### config.mk
export PLATFORM = sky130hd
export DESIGN_NAME = polyphonic_square_wave_mixer_core
export DESIGN_NICKNAME = d
export VERILOG_FILES = /design/src/rtl/pswm_pkg.sv /design/src/rtl/pswm_voice_bank.sv /design/src/rtl/polyphonic_square_wave_mixer_core.sv
export SDC_FILE = /design/constraint.sdc
export NUM_CORES = 1
export LEC_CHECK = 0
export ABC_CLOCK_PERIOD_IN_PS = 8370
export BUFFER_PORTS_ARGS = -buffer_cell sky130_fd_sc_hd__buf_4
export CORE_UTILIZATION = 35
export DETAILED_ROUTE_END_ITERATION = 7
export GPL_ROUTABILITY_DRIVEN = 0
export SETUP_SLACK_MARGIN = 0.5
export SYNTH_ARGS = -nofsm -noshare
export SYNTH_HDL_FRONTEND = slang
export SYNTH_SLANG_ARGS = --single-unit
### constraint.sdc
create_clock -name clk -period 8.37 [get_ports clk]
set_input_delay 2.511 -clock clk [delete_from_list [all_inputs] [get_ports clk]]
set_output_delay 2.511 -clock clk [all_outputs]
set_load 0.02 [all_outputs]
### src/rtl/pswm_pkg.sv
// ----------------------------------------------------------------------------
// pswm_pkg
// Shared types, constants and the amplitude table of the square-wave mixer.
// ----------------------------------------------------------------------------
package pswm_pkg;

  // voice bank size and sample rate
  localparam int MAX_VOICES   = 8;
  localparam int VOICE_IDX_W  = (MAX_VOICES > 1) ? $clog2(MAX_VOICES) : 1;
  localparam int COUNT_W      = $clog2(MAX_VOICES + 1);
  localparam int SAMPLE_RATE  = 48000;

  // field widths
  localparam int IDX_W   = 8;
  localparam int FREQ_W  = 16;
  localparam int VOL_W   = 8;
  localparam int PHASE_W = 16;
  localparam int ACC_W   = PHASE_W + 1;
  localparam int SMP_W   = 16;
  localparam int CFG_W   = 4;
  localparam int TDATA_IN_W  = IDX_W + FREQ_W + VOL_W;

  // amplitude scaling, 0.2 of full scale at full volume
  localparam int AMP_NUM   = 6554;
  localparam int AMP_DEN   = 255;
  localparam int AMP_W     = 13;
  localparam int CLAMP_MAX = 32767;
  localparam int SUM_W     = $clog2(MAX_VOICES * AMP_NUM + 1) + 1;

  // item kinds carried in tuser
  localparam logic FUNC_TICK = 1'b0;
  localparam logic FUNC_SET  = 1'b1;

  // configuration register indexes
  localparam logic REG_VOICES = 1'b0;
  localparam logic REG_RUN    = 1'b1;

  // one voice as read from the bank
  typedef struct packed {
    logic [FREQ_W-1:0]  freq;
    logic [VOL_W-1:0]   volume;
    logic [PHASE_W-1:0] phase;
  } voice_t;

  // amplitude per volume code
  typedef logic [AMP_W-1:0] amp_table_t [2**VOL_W];

  function automatic amp_table_t build_amp_table();
    amp_table_t t;
    for (int i = 0; i < 2**VOL_W; i++) begin
      t[i] = AMP_W'((i * AMP_NUM) / AMP_DEN);
    end
    return t;
  endfunction

  localparam amp_table_t AMP_TABLE = build_amp_table();

endpackage

### src/rtl/pswm_voice_bank.sv
// ----------------------------------------------------------------------------
// pswm_voice_bank
// Per-voice frequency, volume and phase registers with one read port.
// ----------------------------------------------------------------------------
module pswm_voice_bank (
  input  logic                               clk,
  input  logic                               rst,
  // voice parameter write
  input  logic                               set_en,
  input  logic [pswm_pkg::VOICE_IDX_W-1:0]   set_idx,
  input  logic [pswm_pkg::FREQ_W-1:0]        set_freq,
  input  logic [pswm_pkg::VOL_W-1:0]         set_vol,
  // phase write-back
  input  logic                               ph_en,
  input  logic [pswm_pkg::VOICE_IDX_W-1:0]   ph_idx,
  input  logic [pswm_pkg::PHASE_W-1:0]       ph_val,
  // read port
  input  logic [pswm_pkg::VOICE_IDX_W-1:0]   rd_idx,
  output pswm_pkg::voice_t                   rd
);

  logic [pswm_pkg::FREQ_W-1:0]  freq   [pswm_pkg::MAX_VOICES];
  logic [pswm_pkg::VOL_W-1:0]   volume [pswm_pkg::MAX_VOICES];
  logic [pswm_pkg::PHASE_W-1:0] phase  [pswm_pkg::MAX_VOICES];

  // storage, all cleared at reset
  always_ff @(posedge clk) begin
    if (rst) begin
      for (int i = 0; i < pswm_pkg::MAX_VOICES; i++) begin
        freq[i]   <= '0;
        volume[i] <= '0;
        phase[i]  <= '0;
      end
    end else begin
      if (set_en) begin
        freq[set_idx]   <= set_freq;
        volume[set_idx] <= set_vol;
      end
      if (ph_en) begin
        phase[ph_idx] <= ph_val;
      end
    end
  end

  // read mux
  always_comb begin
    rd.freq   = freq[rd_idx];
    rd.volume = volume[rd_idx];
    rd.phase  = phase[rd_idx];
  end

endmodule

### src/rtl/polyphonic_square_wave_mixer_core.sv
// ----------------------------------------------------------------------------
// polyphonic_square_wave_mixer_core
// Multi-voice square-wave synthesizer with a phase accumulator per voice.
// ----------------------------------------------------------------------------
// Usage:
//   s_axis carries one item per transaction. tuser = 0 is a sample tick,
//   tuser = 1 sets one voice's frequency and volume from tdata. A set is
//   dropped when the voice index is at or above the active voice count.
//   m_axis returns one clamped Q1.15 sample for every tick, none for sets.
//   cfg_we/cfg_index/cfg_wdata write the voice count (0) and the run flag
//   (1) while the block is idle.
// Timing:
//   A set is taken in the idle state and leaves the sequencer idle. A tick
//   walks the active voices one at a time: a silent voice is skipped in the
//   mix state, a sounding voice passes through the mix state and then the
//   shared phase-wrap subtractor, which subtracts the sample rate until the
//   phase is below it. When audio is stopped a tick goes straight to the
//   finish state. s_axis_tready is high only while the sequencer is idle.
// Reset and stalls:
//   rst clears all voices, sets the voice count to 1 and stops audio. A
//   stalled m_axis holds its sample; the sequencer waits at the end of the
//   next tick until the output register frees, and takes no items meanwhile.
// ----------------------------------------------------------------------------
module polyphonic_square_wave_mixer_core (
  input  logic                                 clk,
  input  logic                                 rst,
  // input item: voice_sel[7:0], freq_hz[23:8], volume[31:24]
  input  logic                                 s_axis_tvalid,
  output logic                                 s_axis_tready,
  input  logic [pswm_pkg::TDATA_IN_W-1:0]      s_axis_tdata,
  // item kind: func[0]
  input  logic                                 s_axis_tuser,
  // result item: sample[15:0]
  output logic                                 m_axis_tvalid,
  input  logic                                 m_axis_tready,
  output logic [pswm_pkg::SMP_W-1:0]           m_axis_tdata,
  // configuration write port
  input  logic                                 cfg_we,
  input  logic                                 cfg_index,
  input  logic [pswm_pkg::CFG_W-1:0]           cfg_wdata
);

  typedef enum logic [1:0] {
    ST_IDLE,
    ST_MIX,
    ST_WRAP,
    ST_FINISH
  } state_t;

  localparam logic [pswm_pkg::ACC_W-1:0] SR_ACC = pswm_pkg::ACC_W'(pswm_pkg::SAMPLE_RATE);
  localparam logic signed [pswm_pkg::SUM_W-1:0] SUM_MAX =
    pswm_pkg::SUM_W'(pswm_pkg::CLAMP_MAX);
  localparam logic signed [pswm_pkg::SUM_W-1:0] SUM_MIN = -SUM_MAX;

  state_t                                state;
  logic [pswm_pkg::CFG_W-1:0]            num_voices;
  logic                                  run_en;
  logic [pswm_pkg::VOICE_IDX_W-1:0]      cur;
  logic signed [pswm_pkg::SUM_W-1:0]     sum;
  logic [pswm_pkg::ACC_W-1:0]            acc;

  logic [pswm_pkg::COUNT_W-1:0]          n_active;
  logic                                  in_accept;
  logic                                  set_en;
  logic                                  last_voice;
  logic                                  voice_silent;
  logic                                  phase_high;
  logic signed [pswm_pkg::SUM_W-1:0]     amp;
  logic                                  ph_en;
  logic                                  out_load;
  logic [pswm_pkg::SMP_W-1:0]            clamped;
  pswm_pkg::voice_t                      rd;

  logic [pswm_pkg::IDX_W-1:0]            in_idx;
  logic [pswm_pkg::FREQ_W-1:0]           in_freq;
  logic [pswm_pkg::VOL_W-1:0]            in_vol;

  assign in_idx  = s_axis_tdata[pswm_pkg::IDX_W-1:0];
  assign in_freq = s_axis_tdata[pswm_pkg::IDX_W +: pswm_pkg::FREQ_W];
  assign in_vol  = s_axis_tdata[pswm_pkg::IDX_W + pswm_pkg::FREQ_W +: pswm_pkg::VOL_W];

  // effective voice count, zero acts as one, values above MAX_VOICES act as MAX_VOICES
  always_comb begin
    if (num_voices == '0) begin
      n_active = pswm_pkg::COUNT_W'(1);
    end else if (int'(num_voices) > pswm_pkg::MAX_VOICES) begin
      n_active = pswm_pkg::COUNT_W'(pswm_pkg::MAX_VOICES);
    end else begin
      n_active = pswm_pkg::COUNT_W'(num_voices);
    end
  end

  assign s_axis_tready = (state == ST_IDLE);
  assign in_accept     = s_axis_tvalid && s_axis_tready;
  assign set_en        = in_accept && (s_axis_tuser == pswm_pkg::FUNC_SET) &&
                         (in_idx < pswm_pkg::IDX_W'(n_active));

  // per-voice decode
  assign last_voice   = ((pswm_pkg::COUNT_W'(cur) + pswm_pkg::COUNT_W'(1)) == n_active);
  assign voice_silent = (rd.freq == '0) || (rd.volume == '0);
  assign phase_high   = ({rd.phase, 1'b0} < SR_ACC);
  assign amp          = pswm_pkg::SUM_W'(pswm_pkg::AMP_TABLE[rd.volume]);
  assign ph_en        = (state == ST_WRAP) && (acc < SR_ACC);
  assign out_load     = (state == ST_FINISH) && (!m_axis_tvalid || m_axis_tready);

  // output clamp
  always_comb begin
    priority if (sum > SUM_MAX) begin
      clamped = pswm_pkg::SMP_W'(SUM_MAX);
    end else if (sum < SUM_MIN) begin
      clamped = pswm_pkg::SMP_W'(SUM_MIN);
    end else begin
      clamped = sum[pswm_pkg::SMP_W-1:0];
    end
  end

  pswm_voice_bank u_bank (
    .clk      (clk),
    .rst      (rst),
    .set_en   (set_en),
    .set_idx  (in_idx[pswm_pkg::VOICE_IDX_W-1:0]),
    .set_freq (in_freq),
    .set_vol  (in_vol),
    .ph_en    (ph_en),
    .ph_idx   (cur),
    .ph_val   (acc[pswm_pkg::PHASE_W-1:0]),
    .rd_idx   (cur),
    .rd       (rd)
  );

  // configuration registers
  always_ff @(posedge clk) begin
    if (rst) begin
      num_voices <= pswm_pkg::CFG_W'(1);
      run_en     <= 1'b0;
    end else if (cfg_we) begin
      unique case (cfg_index)
        pswm_pkg::REG_VOICES: num_voices <= cfg_wdata;
        pswm_pkg::REG_RUN:    run_en     <= cfg_wdata[0];
        default:              num_voices <= num_voices;
      endcase
    end
  end

  // sequencer and output register
  always_ff @(posedge clk) begin
    if (rst) begin
      state         <= ST_IDLE;
      m_axis_tvalid <= 1'b0;
      cur           <= '0;
    end else begin
      if (out_load) begin
        m_axis_tvalid <= 1'b1;
      end else if (m_axis_tvalid && m_axis_tready) begin
        m_axis_tvalid <= 1'b0;
      end
      unique case (state)
        ST_IDLE: begin
          if (in_accept && (s_axis_tuser == pswm_pkg::FUNC_TICK)) begin
            sum <= '0;
            cur <= '0;
            state <= run_en ? ST_MIX : ST_FINISH;
          end
        end
        ST_MIX: begin
          if (voice_silent) begin
            if (last_voice) begin
              state <= ST_FINISH;
            end else begin
              cur <= cur + pswm_pkg::VOICE_IDX_W'(1);
            end
          end else begin
            sum   <= phase_high ? (sum + amp) : (sum - amp);
            acc   <= pswm_pkg::ACC_W'(rd.phase) + pswm_pkg::ACC_W'(rd.freq);
            state <= ST_WRAP;
          end
        end
        ST_WRAP: begin
          if (acc >= SR_ACC) begin
            acc <= acc - SR_ACC;
          end else if (last_voice) begin
            state <= ST_FINISH;
          end else begin
            cur   <= cur + pswm_pkg::VOICE_IDX_W'(1);
            state <= ST_MIX;
          end
        end
        ST_FINISH: begin
          if (out_load) begin
            m_axis_tdata <= clamped;
            state        <= ST_IDLE;
          end
        end
        default: state <= ST_IDLE;
      endcase
    end
  end

  // written-back phase stays below the sample rate
  a_phase_range: assert property (@(posedge clk) disable iff (rst)
    ph_en |-> (acc < SR_ACC))
    else $error("phase write-back out of range");

  // the voice walk never passes the active count
  a_cur_range: assert property (@(posedge clk) disable iff (rst)
    (state == ST_MIX || state == ST_WRAP) |-> (pswm_pkg::COUNT_W'(cur) < n_active))
    else $error("voice index beyond active count");

  // a voice set never raises a result
  a_set_no_result: assert property (@(posedge clk) disable iff (rst)
    (in_accept && s_axis_tuser == pswm_pkg::FUNC_SET) |=> !$rose(m_axis_tvalid))
    else $error("result after voice set");

  // results stay inside the clamp range
  a_clamp: assert property (@(posedge clk) disable iff (rst)
    m_axis_tvalid |-> (m_axis_tdata != {1'b1, {(pswm_pkg::SMP_W-1){1'b0}}}))
    else $error("sample outside clamp range");

  // wrap subtraction is entered only from a sounding voice
  a_wrap_entry: assert property (@(posedge clk) disable iff (rst)
    (state == ST_MIX && voice_silent) |=> (state != ST_WRAP))
    else $error("wrap entered for silent voice");

endmodule
==> Word level (Yosys, flattened, before mapping) <==
Memories as Yosys holds them, arrays and structs flattened. A register that Yosys moved wholly into a read port is not among the register bits.
Index checks and enable logic that the tools add are counted.
{ "op_classes": {"n_eq_ne": 11, "addsub": 6, "muxes": 50, "bitwise": 4, "magnitude_cmp": 8, "n_reduce_logical": 29} }
{ "op_table": {"columns": ["operator", "n"], "rows": [
  ["17-bit two-way mux", 5],
  ["17-bit case mux with 2 select lines", 2],
  ["17-bit by 16-bit < comparator with 1-bit output, second input constant", 3],
  ["16-bit two-way mux", 3],
  ["3-bit two-way mux", 13],
  ["16-bit OR reduction", 2],
  ["13-bit two-way mux", 2],
  ["16-bit by 16-bit adder with 17-bit output", 1],
  ["17-bit by 14-bit adder with 17-bit output", 1],
  ["17-bit by 16-bit >= comparator with 1-bit output, second input constant", 1],
  ["17-bit by 16-bit > comparator with 1-bit output, second input constant", 1],
  ["17-bit by 14-bit subtractor with 17-bit output", 1],
  ["17-bit by 16-bit subtractor with 17-bit output, second input constant", 1],
  ["16-bit logical NOT", 1],
  ["4-bit AND reduction", 4],
  ["2-bit two-way mux", 7],
  ["1-bit two-way mux", 13],
  ["9-bit >= comparator, second input constant", 1],
  ["8-bit NOT with 9-bit output", 1],
  ["3-bit case mux with 3 select lines", 1],
  ["8-bit logical NOT", 1],
  ["8-bit by 4-bit < comparator with 1-bit output", 1],
  ["4-bit two-way mux", 2],
  ["8-bit two-way mux", 1],
  ["other kinds (22)", 39]
]} }
{ "totals": {"elab_cells": 121, "output_inout_bits": 18, "mem_count": 4, "inputBits": 43, "ramBits": 320, "mem_bits_ro": 3328, "register_bits": 61} }
{ "mem_list": {"columns": ["memory", "words", "width", "rd", "rd_ports_with_merged_regs", "wr", "line", "source"], "rows": [
  ["(name not given)", 256, 13, 1, 0, 0, "polyphonic_square_wave_mixer_core.sv:102", "assign amp = pswm_pkg::SUM_W'(pswm_pkg::AMP_TABLE[rd.volume]);"],
  ["u_bank.freq", 8, 16, 1, 1, 8, "pswm_voice_bank.sv:22", "logic [pswm_pkg::FREQ_W-1:0] freq [pswm_pkg::MAX_VOICES];"],
  ["u_bank.phase", 8, 16, 1, 1, 8, "pswm_voice_bank.sv:24", "logic [pswm_pkg::PHASE_W-1:0] phase [pswm_pkg::MAX_VOICES];"],
  ["u_bank.volume", 8, 8, 1, 1, 8, "pswm_voice_bank.sv:23", "logic [pswm_pkg::VOL_W-1:0] volume [pswm_pkg::MAX_VOICES];"]
]} }

==> Depth between registers and ports, before layout <==
Gate-level depths: netlist of run 1.
{ "depth": {"ltp_word": 10, "depth_mapped": 32, "ltp_nobuf": 28} }

==> By module <==
A second synthesis of run 1 with hierarchy kept.
{ "hier_totals": {"hier_cells": 1994, "hier_area_um2": 23252.3} }
{ "modules_own_cells": {"columns": ["mod", "seq_area_each_um2", "n_inst", "area_each_um2", "cells_per_inst"], "rows": [
  ["pswm_voice_bank", 9609.2, 1, 14735.4, 935],
  ["polyphonic_square_wave_mixer_core", 1721.7, 1, 8516.9, 1059]
]} }

==> Worst setup path before layout of run 1 <==
No wires, ideal clock.
{ "synth_path": {"kind": "register to register", "startpoint": "register with a tool-made name", "endpoint": "register sum[16] (netlist bit), data pin", "arrival_ns": 6.204, "synth_period_minus_slack_ns": 6.470, "setup_slack_ns": 1.900, "required_time_ns": 8.104, "n_path_buf": 4, "setup_ns": 0.266, "path_stages_with_launch": 31, "path_cell_list": "dfxtp_1 -> buf_6 -> mux4_1 -> mux2i_4 -> buf_2 -> ha_1 -> clkbuf_1 -> inv_1 -> nor3_1 -> nor3_1 -> o21ai_0 -> o311a_1 -> nor2_1 -> or4_1 -> clkbuf_1 -> ha_1 -> nor2_1 -> xor2_1 -> ha_1 -> nor2b_1 -> o21ai_0 -> a21boi_0 -> o21ai_0 -> nand2b_1 -> a21o_1 -> a41o_1 -> o41ai_1 -> o21ai_0 -> a31oi_1 -> xor3_1 -> nor2_1"} }
{ "synth_rtl": {"columns": ["item", "line", "source"], "rows": [
  ["end signal: assignment", "polyphonic_square_wave_mixer_core.sv:173", "sum <= phase_high ? (sum + amp) : (sum - amp);"],
  ["end: declaration", "polyphonic_square_wave_mixer_core.sv:59", "logic signed [pswm_pkg::SUM_W-1:0] sum;"]
]} }

==> metrics, run 1 <==
io pins=61; Yosys reg bits=384; Final Setup Violations=0; most frequent cells in the layout=edfxtp_1, and2_1, buf_4; Net Sw Frac=33.5%; syn_nets=2035; sequential area share after synthesis=50.1%; crit path capture type=flop; DIE AREA=66000 sq um; Sink Count=384; Inst Count DP=2768; Longest Clk Path Bufs=3; YS warnings=0; area of the core=64300 sq um; Avg Vias per Cell=5.74; top-area cell type share of the netlist area=48.8%; cts hold-fix bufs=0; TritonCTS Buffers=43; Port Buffer Count=60; cell mode on critical path=o21ai_0; RR Endpoint=sum[15]$_SDFFCE_PN0P_; DRC errors left=0; DRT iter0 DRCs=2065; Int Power=0.00404 W; Syn Inst Count=1936; Post-synth EDFFs=370; Flop pwr share=38.9%; CP peak stage delay=0.96 ns; antenna violations before repair=1; max-slew violation count=0; Max Cap Violations=0; dpl cell area=24000 sq um; VDD IR-drop max=0.126 mV; path length in cells of the critical path=25; Ant. Diodes=0; global routing's busiest layer=met2; Initial Utilization=35.4%; DRT antenna net count=0; slew margin rel.=23.9%; finished layout cell area=25400 sq um; fin nets=2057; Period minus WS final=7.42 ns; P per Cell Area=239 nW/um^2; worst hold start=run_en$_SDFFE_PP0P_; Worst-Skew Late Latency=0.57 ns; Synth async-reset ratio=0%; GRT Overall Usage=19.4%; slowest cell on the critical path=nor4_1; critical path class=flop to flop; Yosys cell types=96; CP delay by family, top=compound AO/OA/AOI/OAI gates; critical path peak fanout=20; arrival time worst endpoint=7.81 ns; Worst-Margin Slew=1.13 ns; vias in the first global route=16200; Post-Syn Area=22800 sq um; Post-Route WL=65300 microns; Setup crit end=sum[15]$_SDFFCE_PN0P_; commonest non-fill, non-tap cell in the layout=edfxtp_1; total number of vias=16300; Hold Path Class=flop to flop; period utilization=88.6%; H-tree level count=2; met2 Use GR=32.7%; M1 GR Usage=25.1%; Main synth FF type=edfxtp_1; Area contributors post-synth=edfxtp_1, and2_1, mux4_2; drt wl/cell=22.9 microns; Max Fclk=135 MHz; unrepaired setup endpoints after global routing=false; endpoints failing hold=0; Clk pin slew, worst setup/hold paths=0.06 ns; total gr overflow=0; clock network power share=30.4%; status=completed; first-pass GRT wire length=98700 microns; r2r setup slk=0.95 ns; share of layout cells above drive strength 1=17.8%; largest net degree at the start of global routing=51; Final TNS setup=0 ns; DP HPWL=41800 microns; CP Buf/Inv Count=1; Core Rows=93; Die X=257 microns; Logic pwr share=30.7%; area leader, netlist=edfxtp_1; CTS root buffer=clkbuf_16; CP required=8.76 ns; number of detailed-route iterations in the first pass=7; final instance count without filler cells=2847; final-layout fill cell count=6090; CP startpoint kind=flop; Final Skew=0.0282 ns; Area growth syn-to-layout=11.6%; CTS tree=done; synthesized area per cell=11.8 sq um; Leak Pwr=9.06 nW; met3 usage=3.46%; Switching Power=0.00203 W; die height=257 microns; register area=11400 sq um; area of the multi-input gates=10600 sq um; reg2reg path depth=25
-- power groups by stage --
| stage | clock network (W) | logic [W] | registers, W |
|---|---|---|---|
| after global placement | 0 | 0.00180 | 0.00239 |
| final | 0.00184 | 0.00187 | 0.00236 |
| after global routing | 0.00194 | 0.00202 | 0.00238 |
| after CTS | 0.00188 | 0.00183 | 0.00236 |
| after detailed placement | 0 | 0.00182 | 0.00240 |
| after floorplan | 0 | 0.00139 | 0.00235 |
-- cells in the mapped netlist (12+ instances only) --
cell type  instances
nand2b_1          15
o21ai_0           79
mux2_2            41
xnor2_1           33
or2_2             21
buf_4             15
nor4_1            17
a211oi_1          16
mux4_2            77
and2_1           324
mux2i_1           21
dfxtp_1           14
ha_1              54
nor2_1           111
a21oi_1           85
buf_2             31
nor3_1            51
nor2b_1           15
o211ai_1          14
edfxtp_1         370
nand3_1           54
clkbuf_1          65
nand2_1           83
a31oi_1           25
o31ai_1           12
o21a_1            22
xor2_1            14
inv_1             33
-- routing by layer --
| metal | up-vias | routed length [microns] |
|---|---|---|
| met5 | - | 7 |
| met4 | 2 | 2340 |
| met3 | 203 | 4940 |
| met2 | 777 | 31100 |
| met1 | 8006 | 27000 |
| li1 | 7360 | - |
-- worst min-delay path by stage --
stage               depth (start not counted)                  end
global placement                            2  run_en$_SDFFE_PP0P_
detailed placement                          2  run_en$_SDFFE_PP0P_
CTS                                         2  run_en$_SDFFE_PP0P_
finish                                      2  run_en$_SDFFE_PP0P_
floorplan                                   2  run_en$_SDFFE_PP0P_
global route                                2  run_en$_SDFFE_PP0P_
-- metrics by stage --
stage | hold WS [ns] | util [%] | setup WS (ns) | total power, W
floorplan | 0.437 | - | 1.90 | 0.00373
global route | 0.481 | 39.5 | 0.560 | 0.00634
CTS | 0.474 | 39.4 | 0.968 | 0.00607
detailed placement | 0.467 | 37.3 | 1.05 | 0.00422
finish | 0.470 | 39.5 | 0.952 | 0.00607
global placement | 0.464 | 37.3 | 1.14 | 0.00420
-- state kept, by name, indices dropped and copies added, names as in the netlist, named ones only --
name and count:
m_axis_tvalid 1, u_bank.freq 128, m_axis_tdata 16, sum 17
u_bank.phase 128, run_en 1, u_bank.volume 64, num_voices 4
state 2, acc 17, cur 3
-- final cells by class --
type	count	area share, %
clock buffers	52	4.46
inverters	36	0.542
flip-flops and latches	384	44.9
clock inverters	27	0.902
well taps	855	4.21
multi-input cells	1386	41.8
repair buffers	107	3.18
-- cells by family after synthesis --
logic type / count (synthesis) / synth area share (%)
AND/OR/NAND/NOR: 745 / 18.2
AO/OA/AOI/OAI: 388 / 11.5
flip-flops: 384 / 50.1
buffers and inverters: 166 / 3.58
multiplexers: 149 / 11.6
adder cells (fa/ha/maj): 56 / 3.15
XOR/XNOR: 48 / 1.91
-- worst register-to-register path, stage by stage, from the launching register on --
cell      delay (ns)
dfxtp_2         0.71
nand2b_1        0.28
nor3_1          0.08
nor4_1          0.96
o21ai_0         0.51
o21ai_0         0.28
o21ai_0         0.11
o21ai_0         0.19
a21oi_1         0.06
or4_1           0.71
ha_1            0.35
inv_1           0.03
mux2_2          0.27
ha_1            0.27
nor2b_1         0.13
o21ai_0         0.20
a21boi_0        0.16
o21ai_0         0.26
a21boi_0        0.18
o21ai_0         0.26
a21boi_0        0.15
o21ai_0         0.34
a211oi_1        0.16
o31a_1          0.32
o21ai_0         0.12
nor3b_1         0.18
-- timing repair --
item / in CTS / in global routing
buffers inserted: 0 / 0
gates resized for setup: 0 / 2
endpoints found under the hold margin: 0 / 0
endpoints found under the setup margin: 0 / 3
Power figures use the tool's default switching activity.
==> run 2: changes to the inputs <==
--- a/config.mk
+++ b/config.mk
@@ -5,11 +5,11 @@
 export SDC_FILE = /design/constraint.sdc
 export NUM_CORES = 1
 export LEC_CHECK = 0
-export ABC_CLOCK_PERIOD_IN_PS = 8370
 export BUFFER_PORTS_ARGS = -buffer_cell sky130_fd_sc_hd__buf_4
 export CORE_UTILIZATION = 35
 export DETAILED_ROUTE_END_ITERATION = 7
 export GPL_ROUTABILITY_DRIVEN = 0
+export RECOVER_POWER = 100
 export SETUP_SLACK_MARGIN = 0.5
 export SYNTH_ARGS = -nofsm -noshare
 export SYNTH_HDL_FRONTEND = slang
==> run 2 against run 1 <==
Net effect:
- the run now ends with max-capacitance violations, max-slew violations left
- clock skew fell by 0.00053 ns
- maximum frequency decreased by 3.9%
- total power barely moved
- first-iteration DRC count shrank 1.8%
- sequential power about the same
- register-to-register slack worse by 0.12 ns
- routed wire length is 0.16% higher
- highest routed layer unchanged
==> metrics, run 2 (same netlist as run 1, synthesis figures left out) <==
total gr overflow=0 (unchanged); CP required=8.48 ns (-0.28 ns); Hold Path Class=flop to flop; largest net degree at the start of global routing=51 (unchanged); io pins=61 (unchanged); endpoints failing hold=0 (unchanged); VDD IR-drop max=0.126 mV (about the same); Avg Vias per Cell=5.77 (+0.56%); Ant. Diodes=0 (unchanged); Core Rows=93 (unchanged); Die X=257 microns (unchanged); first-pass GRT wire length=98700 microns (unchanged); Period minus WS final=7.72 ns (+0.298 ns); Final TNS setup=0 ns (unchanged); fin nets=2057 (unchanged); Max Cap Violations=20 (+20); arrival time worst endpoint=7.83 ns (+0.02 ns); Sink Count=384 (unchanged); crit path capture type=flop; CTS tree=done; Clk pin slew, worst setup/hold paths=0.06 ns (about the same); Longest Clk Path Bufs=3 (unchanged); Initial Utilization=35.4% (unchanged); total number of vias=16400 (+0.56%); cell-by-cell trace of the critical path=clkbuf_1 -> or4_1 -> nor4_1 -> nand2_1 -> or2_2 -> nor2_2 -> clkbuf_1 -> or2_0; Worst-Skew Late Latency=0.57 ns (about the same); number of detailed-route iterations in the first pass=7 (unchanged); Max Fclk=130 MHz (-3.9%); status=finished with violations; max-slew violation count=422 (+422); Final Skew=0.0277 ns (-0.000530 ns); slew margin rel.=-67.6% (-92 points); CP peak stage delay=1.92 ns (+0.96 ns); CP startpoint kind=input pin; Net Sw Frac=33.5% (+0.069 points); Hold Crit Depth=2 (unchanged); Largest regs=u_bank.freq x128, u_bank.phase x128, u_bank.volume x64; CTS root buffer=clkbuf_16; Flop pwr share=39.0% (about the same); WHS Endpoint=run_en$_SDFFE_PP0P_; failing checks=max-capacitance violations, max-slew violations; worst hold start=run_en$_SDFFE_PP0P_; most frequent cells in the layout=edfxtp_1, and2_1, and2_0; DRC errors left=0 (unchanged); H-tree level count=2 (unchanged); area of the core=64300 sq um (unchanged); unrepaired setup endpoints after global routing=false; cts hold-fix bufs=0 (unchanged); critical path peak fanout=31 (+55%); GRT Overall Usage=19.4% (unchanged); clock network power share=30.4% (about the same); setup bufs post-CTS=0 (unchanged); Worst-Margin Slew=2.51 ns (+1.38 ns); share of layout cells above drive strength 1=14.7% (-3.2 points); Logic pwr share=30.6% (about the same); setup ws final=0.654 ns (-0.298 ns); Int Power=0.00403 W (-0.17%); Inst Count DP=2768 (unchanged); critical path class=input pin to flop; final instance count without filler cells=2847 (unchanged); Final Setup Violations=0 (unchanged); vias in the first global route=16200 (unchanged); Leak Pwr=8.72 nW (-3.7%); period utilization=92.2% (+3.6 points); DRT antenna net count=0 (unchanged); TritonCTS Buffers=43 (unchanged); Post-Route WL=65400 microns (+0.16%); Port Buffer Count=60 (unchanged); Area growth syn-to-layout=10.8%; drt wl/cell=23.0 microns (+0.16%); r2r setup slk=0.83 ns (-0.12 ns); cell mode on critical path=clkbuf_1; die height=257 microns (unchanged); DRT iter0 DRCs=2028 (-1.8%); Switching Power=0.00203 W (+0.14%); slowest cell on the critical path=or2_0; DP HPWL=41800 microns (unchanged); antenna violations before repair=1 (unchanged); reg2reg path depth=28 (+12%); P per Cell Area=241 nW/um^2 (+0.65%); commonest non-fill, non-tap cell in the layout=edfxtp_1; dpl ws=1.05 ns (unchanged); DIE AREA=66000 sq um (unchanged); RR Endpoint=sum[15]$_SDFFCE_PN0P_
## run 2: what timing repair did
| action | 4_1_cts | 5_1_grt |
|---|---|---|
| setup endpoints to repair | 0 | 3 |
| endpoints found under the hold margin | 0 | 0 |
| gates resized for setup | 0 | 2 |
## run 2: layer usage
| metal | global-route usage [%] | wire, microns | vias up |
|---|---|---|---|
| li1 | - | - | 7355 |
| met1 | 25.1 | 26800 | 8096 |
| met2 | 32.7 | 31300 | 807 |
| met3 | 3.46 | 5080 | 180 |
| met4 | 6.30 | 2200 | 2 |
| met5 | 0 | 7 | - |
## run 2: area by class of cell
cell class	instances	area [sq um]
multi-input cells	1386	10600
clock buffers	52	1130
clock inverters	27	229
flip-flops and latches	384	11400
inverters	36	138
well taps	855	1070
repair buffers	107	668
fillers	6133	39100
## run 2: power by group through the flow
stage	sequential [W]	clock, W	combinational, W
after global placement	0.00239	0	0.00180
final	0.00236	0.00184	0.00186
after floorplan	0.00235	0	0.00139
after detailed placement	0.00240	0	0.00182
after global routing	0.00238	0.00194	0.00201
after CTS	0.00236	0.00188	0.00183
## run 2: how the worst max path moves through the flow
stage / start / endpoint / slack [ns]
floorplan: flop / sum[16]$_SDFFCE_PN0P_ / 1.90
global placement: flop / sum[16]$_SDFFCE_PN0P_ / 1.14
global route: flop / sum[15]$_SDFFCE_PN0P_ / 0.29
CTS: flop / sum[15]$_SDFFCE_PN0P_ / 0.97
detailed placement: flop / sum[15]$_SDFFCE_PN0P_ / 1.05
finish: rst / u_bank.volume[6][6]$_SDFFCE_PN0P_ / 0.65
## run 2: critical path, delay by kind of cell
family	cells	cell delay, ns
buffers and inverters	2	1.67
and+or+nand+nor	6	3.62
## run 2: stage by stage
stage / utilization (%) / instance area [sq um] / total power, W / hold slack, ns
global route: 39.2 / 25200 / 0.00633 / 0.481
detailed placement: 37.3 / 24000 / 0.00422 / 0.467
global placement: 37.3 / 24000 / 0.00420 / 0.464
finish: 39.2 / 25200 / 0.00606 / 0.469
floorplan: - / 22800 / 0.00373 / 0.437
CTS: 39.4 / 25400 / 0.00607 / 0.474
